==> src/ccs_pkg.sv <==
// ============================================================================
// ccs_pkg - shared types for the C comment stripper
// Scan modes, result command encoding and the character constants.
// ============================================================================
package ccs_pkg;

    localparam logic [7:0] CH_SLASH = 8'h2F;
    localparam logic [7:0] CH_STAR  = 8'h2A;
    localparam logic [7:0] CH_NL    = 8'h0A;

    typedef enum logic [2:0] {
        MODE_NORMAL = 3'd0,
        MODE_SLASH  = 3'd1,
        MODE_LINE   = 3'd2,
        MODE_BLOCK  = 3'd3,
        MODE_BSTAR  = 3'd4
    } scan_mode_t;

    // OP_ONE: one result (data, present). OP_TWO: a slash, then data.
    typedef enum logic {
        OP_ONE = 1'b0,
        OP_TWO = 1'b1
    } cmd_op_t;

    typedef struct packed {
        cmd_op_t    op;
        logic [7:0] data;
        logic       present;
        logic       last;
    } cmd_t;

endpackage

==> src/ccs_front.sv <==
// ============================================================================
// ccs_front - input side of the comment stripper
// Accepts text items, runs the scan state machine, queues result commands.
// ============================================================================
module ccs_front
(
    input  logic          clk,
    input  logic          rst_n,
    input  logic          s_tvalid,
    output logic          s_tready,
    input  logic [7:0]    s_tdata,
    input  logic          s_tlast,
    input  logic          q_full,
    output logic          push,
    output ccs_pkg::cmd_t push_cmd
);

    ccs_pkg::scan_mode_t mode_reg;
    ccs_pkg::scan_mode_t mode_next;
    ccs_pkg::scan_mode_t mode_step;
    logic                accept;
    logic                emit_one;
    logic                emit_two;

    assign s_tready = !q_full;
    assign accept   = s_tvalid && s_tready;

    always_ff @(posedge clk or negedge rst_n)
    begin
        if (!rst_n)
        begin
            mode_reg <= ccs_pkg::MODE_NORMAL;
        end
        else if (accept)
        begin
            mode_reg <= mode_next;
        end
    end

    always_comb
    begin
        mode_step = mode_reg;
        emit_one  = 1'b0;
        emit_two  = 1'b0;
        unique case (mode_reg)
            ccs_pkg::MODE_SLASH:
            begin
                if (s_tdata == ccs_pkg::CH_SLASH)
                begin
                    mode_step = ccs_pkg::MODE_LINE;
                end
                else if (s_tdata == ccs_pkg::CH_STAR)
                begin
                    mode_step = ccs_pkg::MODE_BLOCK;
                end
                else
                begin
                    emit_two  = 1'b1;
                    mode_step = ccs_pkg::MODE_NORMAL;
                end
            end
            ccs_pkg::MODE_LINE:
            begin
                if (s_tdata == ccs_pkg::CH_NL)
                begin
                    mode_step = ccs_pkg::MODE_NORMAL;
                end
            end
            ccs_pkg::MODE_BLOCK:
            begin
                if (s_tdata == ccs_pkg::CH_STAR)
                begin
                    mode_step = ccs_pkg::MODE_BSTAR;
                end
            end
            ccs_pkg::MODE_BSTAR:
            begin
                if (s_tdata == ccs_pkg::CH_SLASH)
                begin
                    mode_step = ccs_pkg::MODE_NORMAL;
                end
                else if (s_tdata != ccs_pkg::CH_STAR)
                begin
                    mode_step = ccs_pkg::MODE_BLOCK;
                end
            end
            default:
            begin
                if (s_tdata == ccs_pkg::CH_SLASH)
                begin
                    mode_step = ccs_pkg::MODE_SLASH;
                end
                else
                begin
                    emit_one  = 1'b1;
                    mode_step = ccs_pkg::MODE_NORMAL;
                end
            end
        endcase

        push_cmd.op      = emit_two ? ccs_pkg::OP_TWO : ccs_pkg::OP_ONE;
        push_cmd.data    = s_tdata;
        push_cmd.present = 1'b1;
        push_cmd.last    = 1'b0;
        push             = accept && (emit_one || emit_two);
        mode_next        = mode_step;

        if (s_tlast)
        begin
            push_cmd.last = 1'b1;
            mode_next     = ccs_pkg::MODE_NORMAL;
            if (mode_step == ccs_pkg::MODE_SLASH)
            begin
                // slash held by the final byte is flushed alone
                push_cmd.op   = ccs_pkg::OP_ONE;
                push_cmd.data = ccs_pkg::CH_SLASH;
                push          = accept;
            end
            else if (!(emit_one || emit_two))
            begin
                // empty end marker
                push_cmd.op      = ccs_pkg::OP_ONE;
                push_cmd.data    = 8'h00;
                push_cmd.present = 1'b0;
                push             = accept;
            end
        end
    end

endmodule

==> src/ccs_queue.sv <==
// ============================================================================
// ccs_queue - command queue between front and back
// Small first-in first-out store of result commands.
// ============================================================================
module ccs_queue
#(
    parameter int DEPTH = 4
)
(
    input  logic          clk,
    input  logic          rst_n,
    input  logic          push,
    input  ccs_pkg::cmd_t push_cmd,
    output logic          full,
    input  logic          pop,
    output ccs_pkg::cmd_t head_cmd,
    output logic          not_empty
);

    localparam int AW = (DEPTH > 1) ? $clog2(DEPTH) : 1;
    localparam int CW = $clog2(DEPTH + 1);

    ccs_pkg::cmd_t   entry_reg [DEPTH];
    logic [AW-1:0]   wr_ptr_reg;
    logic [AW-1:0]   rd_ptr_reg;
    logic [CW-1:0]   count_reg;
    logic            do_push;
    logic            do_pop;

    assign full      = (count_reg == CW'(DEPTH));
    assign not_empty = (count_reg != '0);
    assign do_push   = push && !full;
    assign do_pop    = pop && not_empty;
    assign head_cmd  = entry_reg[rd_ptr_reg];

    always_ff @(posedge clk)
    begin
        if (do_push)
        begin
            entry_reg[wr_ptr_reg] <= push_cmd;
        end
    end

    always_ff @(posedge clk or negedge rst_n)
    begin
        if (!rst_n)
        begin
            wr_ptr_reg <= '0;
            rd_ptr_reg <= '0;
            count_reg  <= '0;
        end
        else
        begin
            if (do_push)
            begin
                wr_ptr_reg <= (wr_ptr_reg == AW'(DEPTH - 1)) ? '0 : wr_ptr_reg + 1'b1;
            end
            if (do_pop)
            begin
                rd_ptr_reg <= (rd_ptr_reg == AW'(DEPTH - 1)) ? '0 : rd_ptr_reg + 1'b1;
            end
            if (do_push && !do_pop)
            begin
                count_reg <= count_reg + 1'b1;
            end
            else if (do_pop && !do_push)
            begin
                count_reg <= count_reg - 1'b1;
            end
        end
    end

endmodule

==> src/ccs_back.sv <==
// ============================================================================
// ccs_back - output side of the comment stripper
// Expands queued commands into result items through an output register.
// ============================================================================
module ccs_back
(
    input  logic          clk,
    input  logic          rst_n,
    input  ccs_pkg::cmd_t head_cmd,
    input  logic          not_empty,
    output logic          pop,
    output logic          m_tvalid,
    input  logic          m_tready,
    output logic [7:0]    m_tdata,
    output logic          m_tuser,
    output logic          m_tlast
);

    logic       valid_reg;
    logic [7:0] data_reg;
    logic       user_reg;
    logic       last_reg;
    logic       phase_reg;   // 1: leading slash of a two-result command already sent
    logic       load;
    logic       lead_slash;

    assign load       = not_empty && (!valid_reg || m_tready);
    assign lead_slash = (head_cmd.op == ccs_pkg::OP_TWO) && !phase_reg;
    assign pop        = load && !lead_slash;

    always_ff @(posedge clk or negedge rst_n)
    begin
        if (!rst_n)
        begin
            valid_reg <= 1'b0;
            phase_reg <= 1'b0;
        end
        else
        begin
            if (load)
            begin
                valid_reg <= 1'b1;
                phase_reg <= lead_slash;
            end
            else if (m_tready)
            begin
                valid_reg <= 1'b0;
            end
        end
    end

    always_ff @(posedge clk)
    begin
        if (load)
        begin
            data_reg <= lead_slash ? ccs_pkg::CH_SLASH : head_cmd.data;
            user_reg <= lead_slash ? 1'b1 : head_cmd.present;
            last_reg <= lead_slash ? 1'b0 : head_cmd.last;
        end
    end

    assign m_tvalid = valid_reg;
    assign m_tdata  = data_reg;
    assign m_tuser  = user_reg;
    assign m_tlast  = last_reg;

endmodule

==> src/c_comment_stripper_unit.sv <==
// ============================================================================
// c_comment_stripper_unit - C comment removal on a byte stream
// Drops line and block comments, passes every other byte on in order.
// ============================================================================
// Path: a result shows on m_tvalid after its item is accepted, through the
//   queue write, then the output register load (which waits while stalled).
// Throughput: one item per cycle in, one result per cycle out while not stalled;
//   an item freeing a held slash gives two results; s_tready drops only on a full queue.
// Reset (rst_n, async, active low) returns the scan to normal text mode and
//   empties the queue and output register.
// ============================================================================
module c_comment_stripper_unit
#(
    parameter int QUEUE_DEPTH = 4   // command queue entries, 2 or more
)
(
    input  logic       clk,
    input  logic       rst_n,
    input  logic       s_tvalid,
    output logic       s_tready,
    input  logic [7:0] s_tdata,    // [7:0] text_byte
    input  logic       s_tlast,    // end_of_text
    output logic       m_tvalid,
    input  logic       m_tready,
    output logic [7:0] m_tdata,    // [7:0] kept_byte
    output logic       m_tuser,    // [0] byte_present
    output logic       m_tlast     // last_result
);

    ccs_pkg::cmd_t push_cmd;
    ccs_pkg::cmd_t head_cmd;
    logic          push;
    logic          pop;
    logic          q_full;
    logic          q_not_empty;

    // front: scan state machine, one command per item that yields results
    ccs_front u_front
    (
        .clk      (clk),
        .rst_n    (rst_n),
        .s_tvalid (s_tvalid),
        .s_tready (s_tready),
        .s_tdata  (s_tdata),
        .s_tlast  (s_tlast),
        .q_full   (q_full),
        .push     (push),
        .push_cmd (push_cmd)
    );

    // queue decouples front stalls from output back-pressure
    ccs_queue #(.DEPTH(QUEUE_DEPTH)) u_queue
    (
        .clk       (clk),
        .rst_n     (rst_n),
        .push      (push),
        .push_cmd  (push_cmd),
        .full      (q_full),
        .pop       (pop),
        .head_cmd  (head_cmd),
        .not_empty (q_not_empty)
    );

    // back: one result per cycle into the output register while the output is not stalled
    ccs_back u_back
    (
        .clk       (clk),
        .rst_n     (rst_n),
        .head_cmd  (head_cmd),
        .not_empty (q_not_empty),
        .pop       (pop),
        .m_tvalid  (m_tvalid),
        .m_tready  (m_tready),
        .m_tdata   (m_tdata),
        .m_tuser   (m_tuser),
        .m_tlast   (m_tlast)
    );

endmodule

==> config.mk <==
export PLATFORM = sky130hd
export DESIGN_NAME = c_comment_stripper_unit
export DESIGN_NICKNAME = d
export VERILOG_FILES = /design/src/ccs_pkg.sv /design/src/ccs_front.sv /design/src/ccs_queue.sv /design/src/ccs_back.sv /design/src/c_comment_stripper_unit.sv
export SDC_FILE = /design/constraint.sdc
export NUM_CORES = 1
export LEC_CHECK = 0
export BUFFER_PORTS_ARGS = -buffer_cell sky130_fd_sc_hd__buf_2
export CORE_ASPECT_RATIO = 0.75
export CORE_MARGIN = 3
export CORE_UTILIZATION = 50
export CTS_BUF_LIST = sky130_fd_sc_hd__clkbuf_8
export DETAILED_ROUTE_END_ITERATION = 8
export PLACE_DENSITY = 0.69
export SLEW_MARGIN = 20
export SYNTH_ARGS = -nofsm -noshare
export SYNTH_HDL_FRONTEND = slang
export SYNTH_SLANG_ARGS = --single-unit
==> constraint.sdc <==
create_clock -name clk -period 5.9 [get_ports clk]
set_input_delay 0.295 -clock clk [delete_from_list [all_inputs] [get_ports clk]]
set_output_delay 0.295 -clock clk [all_outputs]
set_load 0.01 [all_outputs]
==> results of run 1 <==
-- placed cells by master, fill, tap and decap left out, types with 4 or more instances in the layout --
cell,synthesis,layout
edfxtp_1,54,54
and2_1,7,7
nor2b_1,6,6
inv_1,7,7
clkbuf_8,0,9
buf_2,1,24
nor2_1,6,6
dfrtp_1,12,12
mux4_2,11,11
ha_1,6,6
or2_1,7,7
o21ai_1,4,4
nand2_1,18,18
-- critical path, stage by stage (launching register included) --
cell	delay (ns)
dfrtp_1	0.83
mux4_2	0.61
nor2b_1	0.24
nor2b_1	0.29
inv_2	0.05
ha_1	0.22
inv_1	0.07
fa_1	0.41
mux2_2	0.27
-- cells in the mapped netlist, drive strengths merged --
| master | n |
|---|---|
| a2111oi | 1 |
| a211oi | 2 |
| a21oi | 4 |
| a22o | 2 |
| a311o | 1 |
| and2 | 7 |
| and4bb | 1 |
| buf | 2 |
| clkbuf | 5 |
| dfrtp | 12 |
| edfxtp | 54 |
| fa | 1 |
| ha | 6 |
| inv | 8 |
| mux2 | 4 |
| mux2i | 2 |
| mux4 | 11 |
| nand2 | 19 |
| nand2b | 2 |
| nand3b | 1 |
| nand4 | 1 |
| nor2 | 6 |
| nor2b | 7 |
| nor3 | 2 |
| nor3b | 1 |
| nor4 | 2 |
| nor4b | 1 |
| o21ai | 6 |
| o21bai | 2 |
| o2bb2ai | 1 |
| o31a | 1 |
| o41ai | 1 |
| or2 | 7 |
| or3 | 3 |
| or3b | 2 |
| or4b | 2 |
| xnor2 | 2 |
| xor2 | 3 |
-- per-stage QoR --
step	hold slack, ns	utilization, %	instances	worst slack [ns]	total power [uW]
after floorplan	-0.000591	-	195	3.38	1040
after global placement	0.182	56.7	287	2.87	1140
after detailed placement	0.190	56.7	287	2.78	1170
after CTS	0.148	60.4	304	2.77	1530
after global routing	0.149	60.5	304	2.54	1600
final	0.159	60.5	304	2.80	1510
-- worst max path at each step --
stage                          start              endpoint  cells past startpoint
2_1_floorplan   u_queue.count_reg[0]  u_queue.count_reg[1]                      8
3_3_place_gp   u_queue.rd_ptr_reg[0]  u_queue.count_reg[1]                      8
3_5_place_dp   u_queue.rd_ptr_reg[0]  u_queue.count_reg[1]                      8
4_1_cts        u_queue.rd_ptr_reg[0]  u_queue.count_reg[1]                      8
5_1_grt        u_queue.rd_ptr_reg[0]  u_queue.count_reg[2]                     10
6_report       u_queue.rd_ptr_reg[0]  u_queue.count_reg[1]                      8
-- timing repair --
item,4_1_cts,5_1_grt
setup buffers,0,0
hold buffers,1,0
endpoints found under the hold margin,12,0
-- power by group through the flow --
stage	Clock [uW]	Sequential [uW]	Combinational (uW)
global placement	0	746	394
global route	391	761	452
detailed placement	0	755	411
finish	359	742	405
CTS	369	745	413
floorplan	0	732	308
-- cell type report --
type	count	area, sq um
Clock inverter	7	70.1
Timing Repair Buffer	25	130
Fill cell	424	2190
Tap cell	75	93.8
Sequential cell	66	1920
Inverter	8	30.0
Multi-Input combinational cell	114	990
Clock buffer	9	124
-- layer usage --
layer  vias up  GRT usage, %  wire length (um)
met5         -             0                 0
met4         0          6.72                65
met3         5          4.95               287
met2        67          27.1              2440
met1       845          23.8              2410
li1        790             -                 -
-- cells by family after synthesis --
group                      Yosys count  synth area share [%]
buffers and inverters               15                  2.19
and+or+nand+nor                     64                  12.7
xor gates and xnor gates             5                  1.47
AOI/OAI and AO/OA                   21                  5.13
DFF                                 66                  64.6
adders and majority gates            7                  3.20
muxes                               17                  10.6
==> flow_metrics.env, run 1 <==
export IMPL_grt_max_degree=15
export IMPL_r2r_setup_slack_ns=2.80
export IMPL_p_switching_uw=446
export IMPL_dpl_hpwl_um=3790
export IMPL_grt_pass1_vias=1754
export IMPL_hold_viol_final=0
export IMPL_postRouteAntennaNets=0
export IMPL_clkPwrFrac_pct=23.8
export IMPL_switching_share_pct=29.6
export IMPL_drtIter0Drc=116
export IMPL_yosysUniqueCellTypes=46
export IMPL_antenna_found_initial=0
export IMPL_gp_congestion=0.963
export IMPL_dieArea_sq_um=6920
export IMPL_largest_reg_flops=44
export IMPL_grt_remaining_overflow=0
export IMPL_fmax_mhz=323
export IMPL_clock_sinks=66
export IMPL_syn_area_sq_um=2970
export IMPL_required_ns=6.12
export IMPL_diodes=0
export IMPL_run_status="finished clean"
export IMPL_start_util_pct=53.5
export IMPL_rsz0062_at_grt="no"
export IMPL_chipWidth_um=95.0
export IMPL_hold_path_startpoint="m_tready"
export IMPL_rr_startpoint="u_queue.rd_ptr_reg[0]"
export IMPL_synth_cells=195
export IMPL_coreArea_sq_um=5550
export IMPL_die_h_um=72.8
export IMPL_dr_pass1_iters=4
export IMPL_seqPwrFrac_pct=49.3
export IMPL_fin_skew_ns=0.00713
export IMPL_numCtsBuffers=9
export IMPL_avgRoutedWirePerCell_um=17.1
export IMPL_nNetsFinal=244
export IMPL_portBuffers=24
export IMPL_critPathKind="flip-flop to flip-flop"
export IMPL_avgSynthCellArea_sq_um=15.2
export IMPL_grt_pass1_wl_um=8810
export IMPL_whs_path_depth=2
export IMPL_post_dp_cell_area_sq_um=3150
export IMPL_power_internal_uw=1060
export IMPL_pwr_share_comb_pct=26.9
export IMPL_ys_top_cells_by_area="edfxtp_1, dfrtp_1, mux4_2"
export IMPL_cts_max_level=3
export IMPL_p_per_area_nw_per_um2=448
export IMPL_crit_path_end_kind="flip-flop"
export IMPL_setup_viol=0
export IMPL_p_leak_uw=0.00124
export IMPL_finalMaxSlewViolations=0
export IMPL_ys_warn_count=0
export IMPL_rr_endpoint="u_queue.count_reg[1]"
export IMPL_hold_path_class="input port to flip-flop"
export IMPL_fin_tns_setup_ns=0
export IMPL_ys_seq_area_share_pct=64.6
export IMPL_reg2reg_depth=8
export IMPL_worstSetupStartpointType="flip-flop"
export IMPL_synth_nets=215
export IMPL_clk_path_buf_depth=2
export IMPL_cts_root_buf="clkbuf_8"
export IMPL_placementRows=23
export IMPL_synth_seq_cells=66
export IMPL_drc=0
export IMPL_fin_crit_ns=3.10
export IMPL_cts_resized=0
export IMPL_synth_top_area_share_pct=54.5
export IMPL_vias_per_cell=5.62
export IMPL_pin_count=25
export IMPL_cts_tree="done"
export IMPL_clk_latency_ns=0.33
export IMPL_fin_crit_sh_pct=52.5
export IMPL_syn_to_final_growth_pct=13.0
export IMPL_max_cap_violations=0
export IMPL_synth_top_cell_by_area="edfxtp_1"
export IMPL_vias=1707
export IMPL_drive_gt1_share_pct=26.2
export IMPL_min_to="u_back.m_tvalid"
export IMPL_cts_clk_slew_worst_paths_ns=0.07
export IMPL_arrival_ns=3.31
export IMPL_worst_slew_pin_slew_ns=0.760
export IMPL_slew_headroom_pct=48.6
export IMPL_critPathMaxFanout=14
export IMPL_drt_total_wl_um=5200
export IMPL_irDropWorstVdd_uv=144
export IMPL_final_area_sq_um=3360
export IMPL_globalRouteTotalUtil_pct=17.5
Note: power is estimated with default switching activity, not from simulation.
==> run 2, diff against run 1 <==
- PLACE_DENSITY: 0.69 -> 0.71
- clock period: 5.9 -> 2.8 ns (I/O delays scaled with it)
==> run 2 against run 1 <==
Against the previous run: sequential cell count did not move; combinational power rose by 140%; sequential power rose by 100%; clock-buffer cell count did not move; non-clock buffer count rose by 6; register-to-register slack got worse by 2.6 ns; clock power rose to 2.5 times the previous value; global-route usage fell by 0.56 points; sequential share of layout area fell by 1.4 points; first-iteration DRC count rose by 7.8%; largest cell class unchanged; total power rose by 120%; largest power group unchanged; final area rose by 2.5%.
==> flow_metrics.env, run 2 (synthesis gave the netlist of run 1 again) <==
export IMPL_irDropWorstVdd_uv=352
export IMPL_globalRouteTotalUtil_pct=17.0
export IMPL_arrival_ns=2.76
export IMPL_reg2reg_depth=8
export IMPL_hold_path_startpoint="s_tlast"
export IMPL_placed_cells=292
export IMPL_largest_reg_flops=44
export IMPL_place_ws_ns=0.190
export IMPL_final_cell_mix="edfxtp_1, buf_2, nand2_1"
export IMPL_crit_end="u_queue.count_reg[1]"
export IMPL_antenna_found_initial=0
export IMPL_vias_per_cell=5.50
export IMPL_fin_crit_ns=2.55
export IMPL_rr_startpoint="u_queue.rd_ptr_reg[0]"
export IMPL_start_util_pct=53.5
export IMPL_layout_commonest_cell="edfxtp_1"
export IMPL_gp_congestion=0.803
export IMPL_slew_headroom_pct=53.9
export IMPL_rr_endpoint="u_queue.count_reg[1]"
export IMPL_drc=0
export IMPL_cts_root_buf="clkbuf_8"
export IMPL_placementRows=23
export IMPL_dieArea_sq_um=6920
export IMPL_grt_max_degree=14
export IMPL_cts_tree="done"
export IMPL_rsz0062_at_grt="no"
export IMPL_fin_util_pct=62.0
export IMPL_startpoint="u_queue.rd_ptr_reg[0]"
export IMPL_setup_viol=0
export IMPL_final_cells=309
export IMPL_worst_slew_pin_slew_ns=0.682
export IMPL_fin_crit_sh_pct=91.0
export IMPL_cts_clk_slew_worst_paths_ns=0.07
export IMPL_grt_pass1_wl_um=8460
export IMPL_p_per_area_nw_per_um2=974
export IMPL_clk_path_buf_depth=2
export IMPL_clk_latency_ns=0.33
export IMPL_clock_sinks=66
export IMPL_drt_total_wl_um=4930
export IMPL_pin_count=25
export IMPL_drive_gt1_share_pct=27.4
export IMPL_critPathMaxFanout=11
export IMPL_worstSetupStartpointType="flip-flop"
export IMPL_setup_ws_ns=0.253
export IMPL_max_cap_violations=0
export IMPL_avgRoutedWirePerCell_um=15.9
export IMPL_grt_remaining_overflow=0
export IMPL_p_leak_uw=0.00130
export IMPL_die_h_um=72.8
export IMPL_dr_pass1_iters=4
export IMPL_nNetsFinal=250
export IMPL_chipWidth_um=95.0
export IMPL_critPathKind="flip-flop to flip-flop"
export IMPL_coreArea_sq_um=5550
export IMPL_required_ns=3.02
export IMPL_vias=1698
export IMPL_numCtsBuffers=9
export IMPL_diodes=0
export IMPL_hold_viol_final=0
export IMPL_fin_skew_ns=0.00577
export IMPL_postRouteAntennaNets=0
export IMPL_portBuffers=24
export IMPL_drtIter0Drc=125
export IMPL_dpl_hpwl_um=3370
export IMPL_crit_path_end_kind="flip-flop"
export IMPL_final_area_sq_um=3440
export IMPL_syn_to_final_growth_pct=15.8
export IMPL_hold_path_class="input port to flip-flop"
export IMPL_run_status="finished clean"
export IMPL_r2r_setup_slack_ns=0.25
export IMPL_grt_pass1_vias=1641
export IMPL_fmax_mhz=393
export IMPL_cts_max_level=3
export IMPL_post_dp_cell_area_sq_um=3190
export IMPL_fin_tns_setup_ns=0
export IMPL_finalMaxSlewViolations=0
## run 2: layout make-up
| class | count | area (sq um) |
|---|---|---|
| clock buffer | 9 | 124 |
| multi-input combinational | 114 | 988 |
| sequential | 66 | 1920 |
| timing repair buffer | 31 | 178 |
| clock inverter | 6 | 106 |
| tap | 75 | 93.8 |
| inverter | 8 | 30.0 |
| fill | 426 | 2110 |
## run 2: repair_timing
action / CTS / global route
gates resized for setup: 0 / 1
endpoints found under the hold margin: 13 / 0
buffers inserted: 0 / 0
hold buffers: 2 / 0
endpoints found under the setup margin: 0 / 1
## run 2: per-stage QoR
step	hold WS, ns	power (uW)
2_1_floorplan	-0.156	2190
3_3_place_gp	0.0391	2440
3_5_place_dp	0.0410	2470
4_1_cts	0.118	3390
5_1_grt	0.120	3560
6_report	0.127	3350
## run 2: worst max-delay path, cell delays in order (launching register included)
cell and delay [ns]:
dfrtp_1 0.37, mux4_2 0.52, nor2b_2 0.22, nor2b_1 0.30
inv_2 0.05, ha_1 0.23, inv_1 0.08, fa_1 0.40
mux2_2 0.27
## run 2: layer usage
layer | routed length, um | vias up | global-route usage (%)
met1 | 2230 | 828 | 22.8
met3 | 303 | 8 | 5.67
met2 | 2310 | 57 | 25.1
met4 | 79 | 0 | 8.16
met5 | 0 | - | 0
li1 | - | 805 | -
## run 2: power breakdown
part           switching [uW]  internal [uW]
registers                 103           1390
clock network             325            581
logic                     492            465
## run 2: worst min-delay path by stage
stage | cells after the start | endpoint | slack, ns
global route | 3 | u_front.mode_reg[2] | 0.12
finish | 1 | u_queue.entry_reg[1][0] | 0.13
detailed placement | 1 | u_front.mode_reg[0] | 0.04
global placement | 1 | u_front.mode_reg[1] | 0.04
floorplan | 0 | u_back.m_tvalid | -0.16
CTS | 1 | u_queue.entry_reg[3][0] | 0.12
==> run 3, diff against run 2 <==
- CORE_UTILIZATION: 50 -> 30
- PLACE_DENSITY: 0.71 -> unset
==> run 3 against run 2 <==
Against the previous run: register-to-register slack about the same; sequential power hardly changed; sequential share of layout area decreased by 0.72 points; clock-buffer cell count unchanged; sequential cell count is the same; via count down 2.4%; critical endpoint unchanged; largest cell class unchanged; largest power group unchanged.
==> flow_metrics.env, run 3 (synthesis gave the netlist of run 1 again) <==
export IMPL_run_status="finished clean"
export IMPL_coreArea_sq_um=9350
export IMPL_diodes=0
export IMPL_layout_commonest_cell="edfxtp_1"
export IMPL_vias_per_cell=4.57
export IMPL_chipWidth_um=121
export IMPL_start_util_pct=31.8
export IMPL_drc=0
export IMPL_required_ns=3.02
export IMPL_worstSetupStartpointType="flip-flop"
export IMPL_gp_congestion=0.828
export IMPL_rr_startpoint="u_queue.rd_ptr_reg[0]"
export IMPL_vias=1658
export IMPL_drive_gt1_share_pct=27.2
export IMPL_syn_to_final_growth_pct=17.3
export IMPL_globalRouteTotalUtil_pct=10.3
export IMPL_postCtsSetupRepairBufs=0
export IMPL_crit_buf_inv=2
export IMPL_numCtsBuffers=9
export IMPL_clk_latency_ns=0.34
export IMPL_crit_path_end_kind="flip-flop"
export IMPL_drtIter0Drc=78
export IMPL_dr_pass1_iters=4
export IMPL_clk_path_buf_depth=2
export IMPL_placementRows=30
export IMPL_p_per_area_nw_per_um2=941
export IMPL_fin_total_pwr_uw=3280
export IMPL_grt_remaining_overflow=0
export IMPL_fin_crit_sh_pct=90.6
export IMPL_hold_path_class="input port to flip-flop"
export IMPL_hold_viol_final=0
export IMPL_clock_sinks=66
export IMPL_final_cell_mix="edfxtp_1, buf_2, nand2_1"
export IMPL_max_stage_delay_ns=0.51
export IMPL_pin_count=25
export IMPL_critPathMaxFanout=11
export IMPL_crit_chain="mux4_2 -> nor2b_2 -> nor2b_1 -> inv_2 -> ha_1 -> inv_1 -> fa_1 -> mux2_2"
export IMPL_critPathTopFamily="multiplexers"
export IMPL_grt_pass1_wl_um=8520
export IMPL_final_cells=363
export IMPL_die_h_um=92.2
export IMPL_fmax_mhz=394
export IMPL_worst_slew_pin_slew_ns=0.656
export IMPL_reg2reg_depth=8
export IMPL_rsz0062_at_grt="no"
export IMPL_irDropWorstVdd_uv=253
export IMPL_hold_path_startpoint="s_tlast"
export IMPL_fin_tns_setup_ns=0
export IMPL_final_area_sq_um=3490
export IMPL_cts_root_buf="clkbuf_8"
export IMPL_cp_depth=8
export IMPL_nNetsFinal=250
export IMPL_startpoint="u_queue.rd_ptr_reg[0]"
export IMPL_cts_clk_slew_worst_paths_ns=0.07
export IMPL_cp_slowest_cell="mux4_2"
export IMPL_max_cap_violations=0
export IMPL_fin_crit_ns=2.54
export IMPL_avgRoutedWirePerCell_um=14.7
export IMPL_setup_viol=0
export IMPL_cts_tree="done"
export IMPL_post_dp_cell_area_sq_um=3260
export IMPL_largest_reg_flops=44
export IMPL_critPathKind="flip-flop to flip-flop"
export IMPL_whs_path_depth=1
export IMPL_dieArea_sq_um=11200
export IMPL_arrival_ns=2.76
export IMPL_slew_headroom_pct=55.7
export IMPL_grt_max_degree=14
export IMPL_finalMaxSlewViolations=0
export IMPL_p_leak_uw=0.00129
export IMPL_postRouteAntennaNets=0
export IMPL_antenna_found_initial=0
export IMPL_cts_max_level=3
export IMPL_portBuffers=24
export IMPL_dpl_hpwl_um=3800
export IMPL_grt_pass1_vias=1615
export IMPL_fin_skew_ns=0.00672
export IMPL_drt_total_wl_um=5340
export IMPL_placed_cells=345
-- run 3: changes by cell type in the layout (fill, tap and decap cells not counted), sizes merged --
cell,change
bufinv,-1
inv,+1
clkinv,+1
-- run 3: routing by layer --
layer	GRT usage (%)	wire, um
met1	14.9	2790
met2	14.0	2160
met3	4.07	334
met4	3.68	58
met5	0	0
-- run 3: worst reg2reg max path, delay by kind of cell (launching register included) --
kind | cells | cell delay [ns]
flops | 1 | 0.38
mux | 2 | 0.77
simple gates | 2 | 0.53
fa+ha+maj | 2 | 0.61
buf+inv | 2 | 0.13
-- run 3: power breakdown --
part           internal, uW  leakage (uW)  switching, uW
Sequential             1390      0.000647           98.9
Clock                   491      0.000108            344
Combinational           463      0.000539            499
-- run 3: timing repair --
action	in CTS	in global routing
gates resized for setup	0	1
hold endpoints to repair	13	0
hold buffers	2	0
setup endpoints to repair	0	1
-- run 3: final cells by class --
type	instances	area, sq um
Clock buffer	9	124
Inverter	8	30.0
Clock inverter	7	85.1
Sequential cell	66	1920
Timing Repair Buffer	31	178
Multi-Input combinational cell	114	988
Fill cell	885	5860
Tap cell	128	160
-- run 3: path summary, 6_finish.rpt --
check / end / slack, ns
setup / recovery: u_queue.count_reg[1] / 0.26
setup reg to reg: u_queue.count_reg[1] / 0.26
hold / removal: u_queue.entry_reg[3][0] / 0.13
hold reg to reg: u_back.phase_reg / 0.50
min in group asynchronous: u_queue.wr_ptr_reg[1] / 0.22
max in group asynchronous: u_back.m_tvalid / 2.35
-- run 3: stage by stage --
stage	hold slack (ns)	util [%]	setup slack (ns)
global placement	0.0421	34.8	0.280
floorplan	-0.156	-	0.278
finish	0.133	37.3	0.263
global route	0.136	37.3	0.128
detailed placement	0.0461	34.8	0.180
CTS	0.118	37.3	0.162
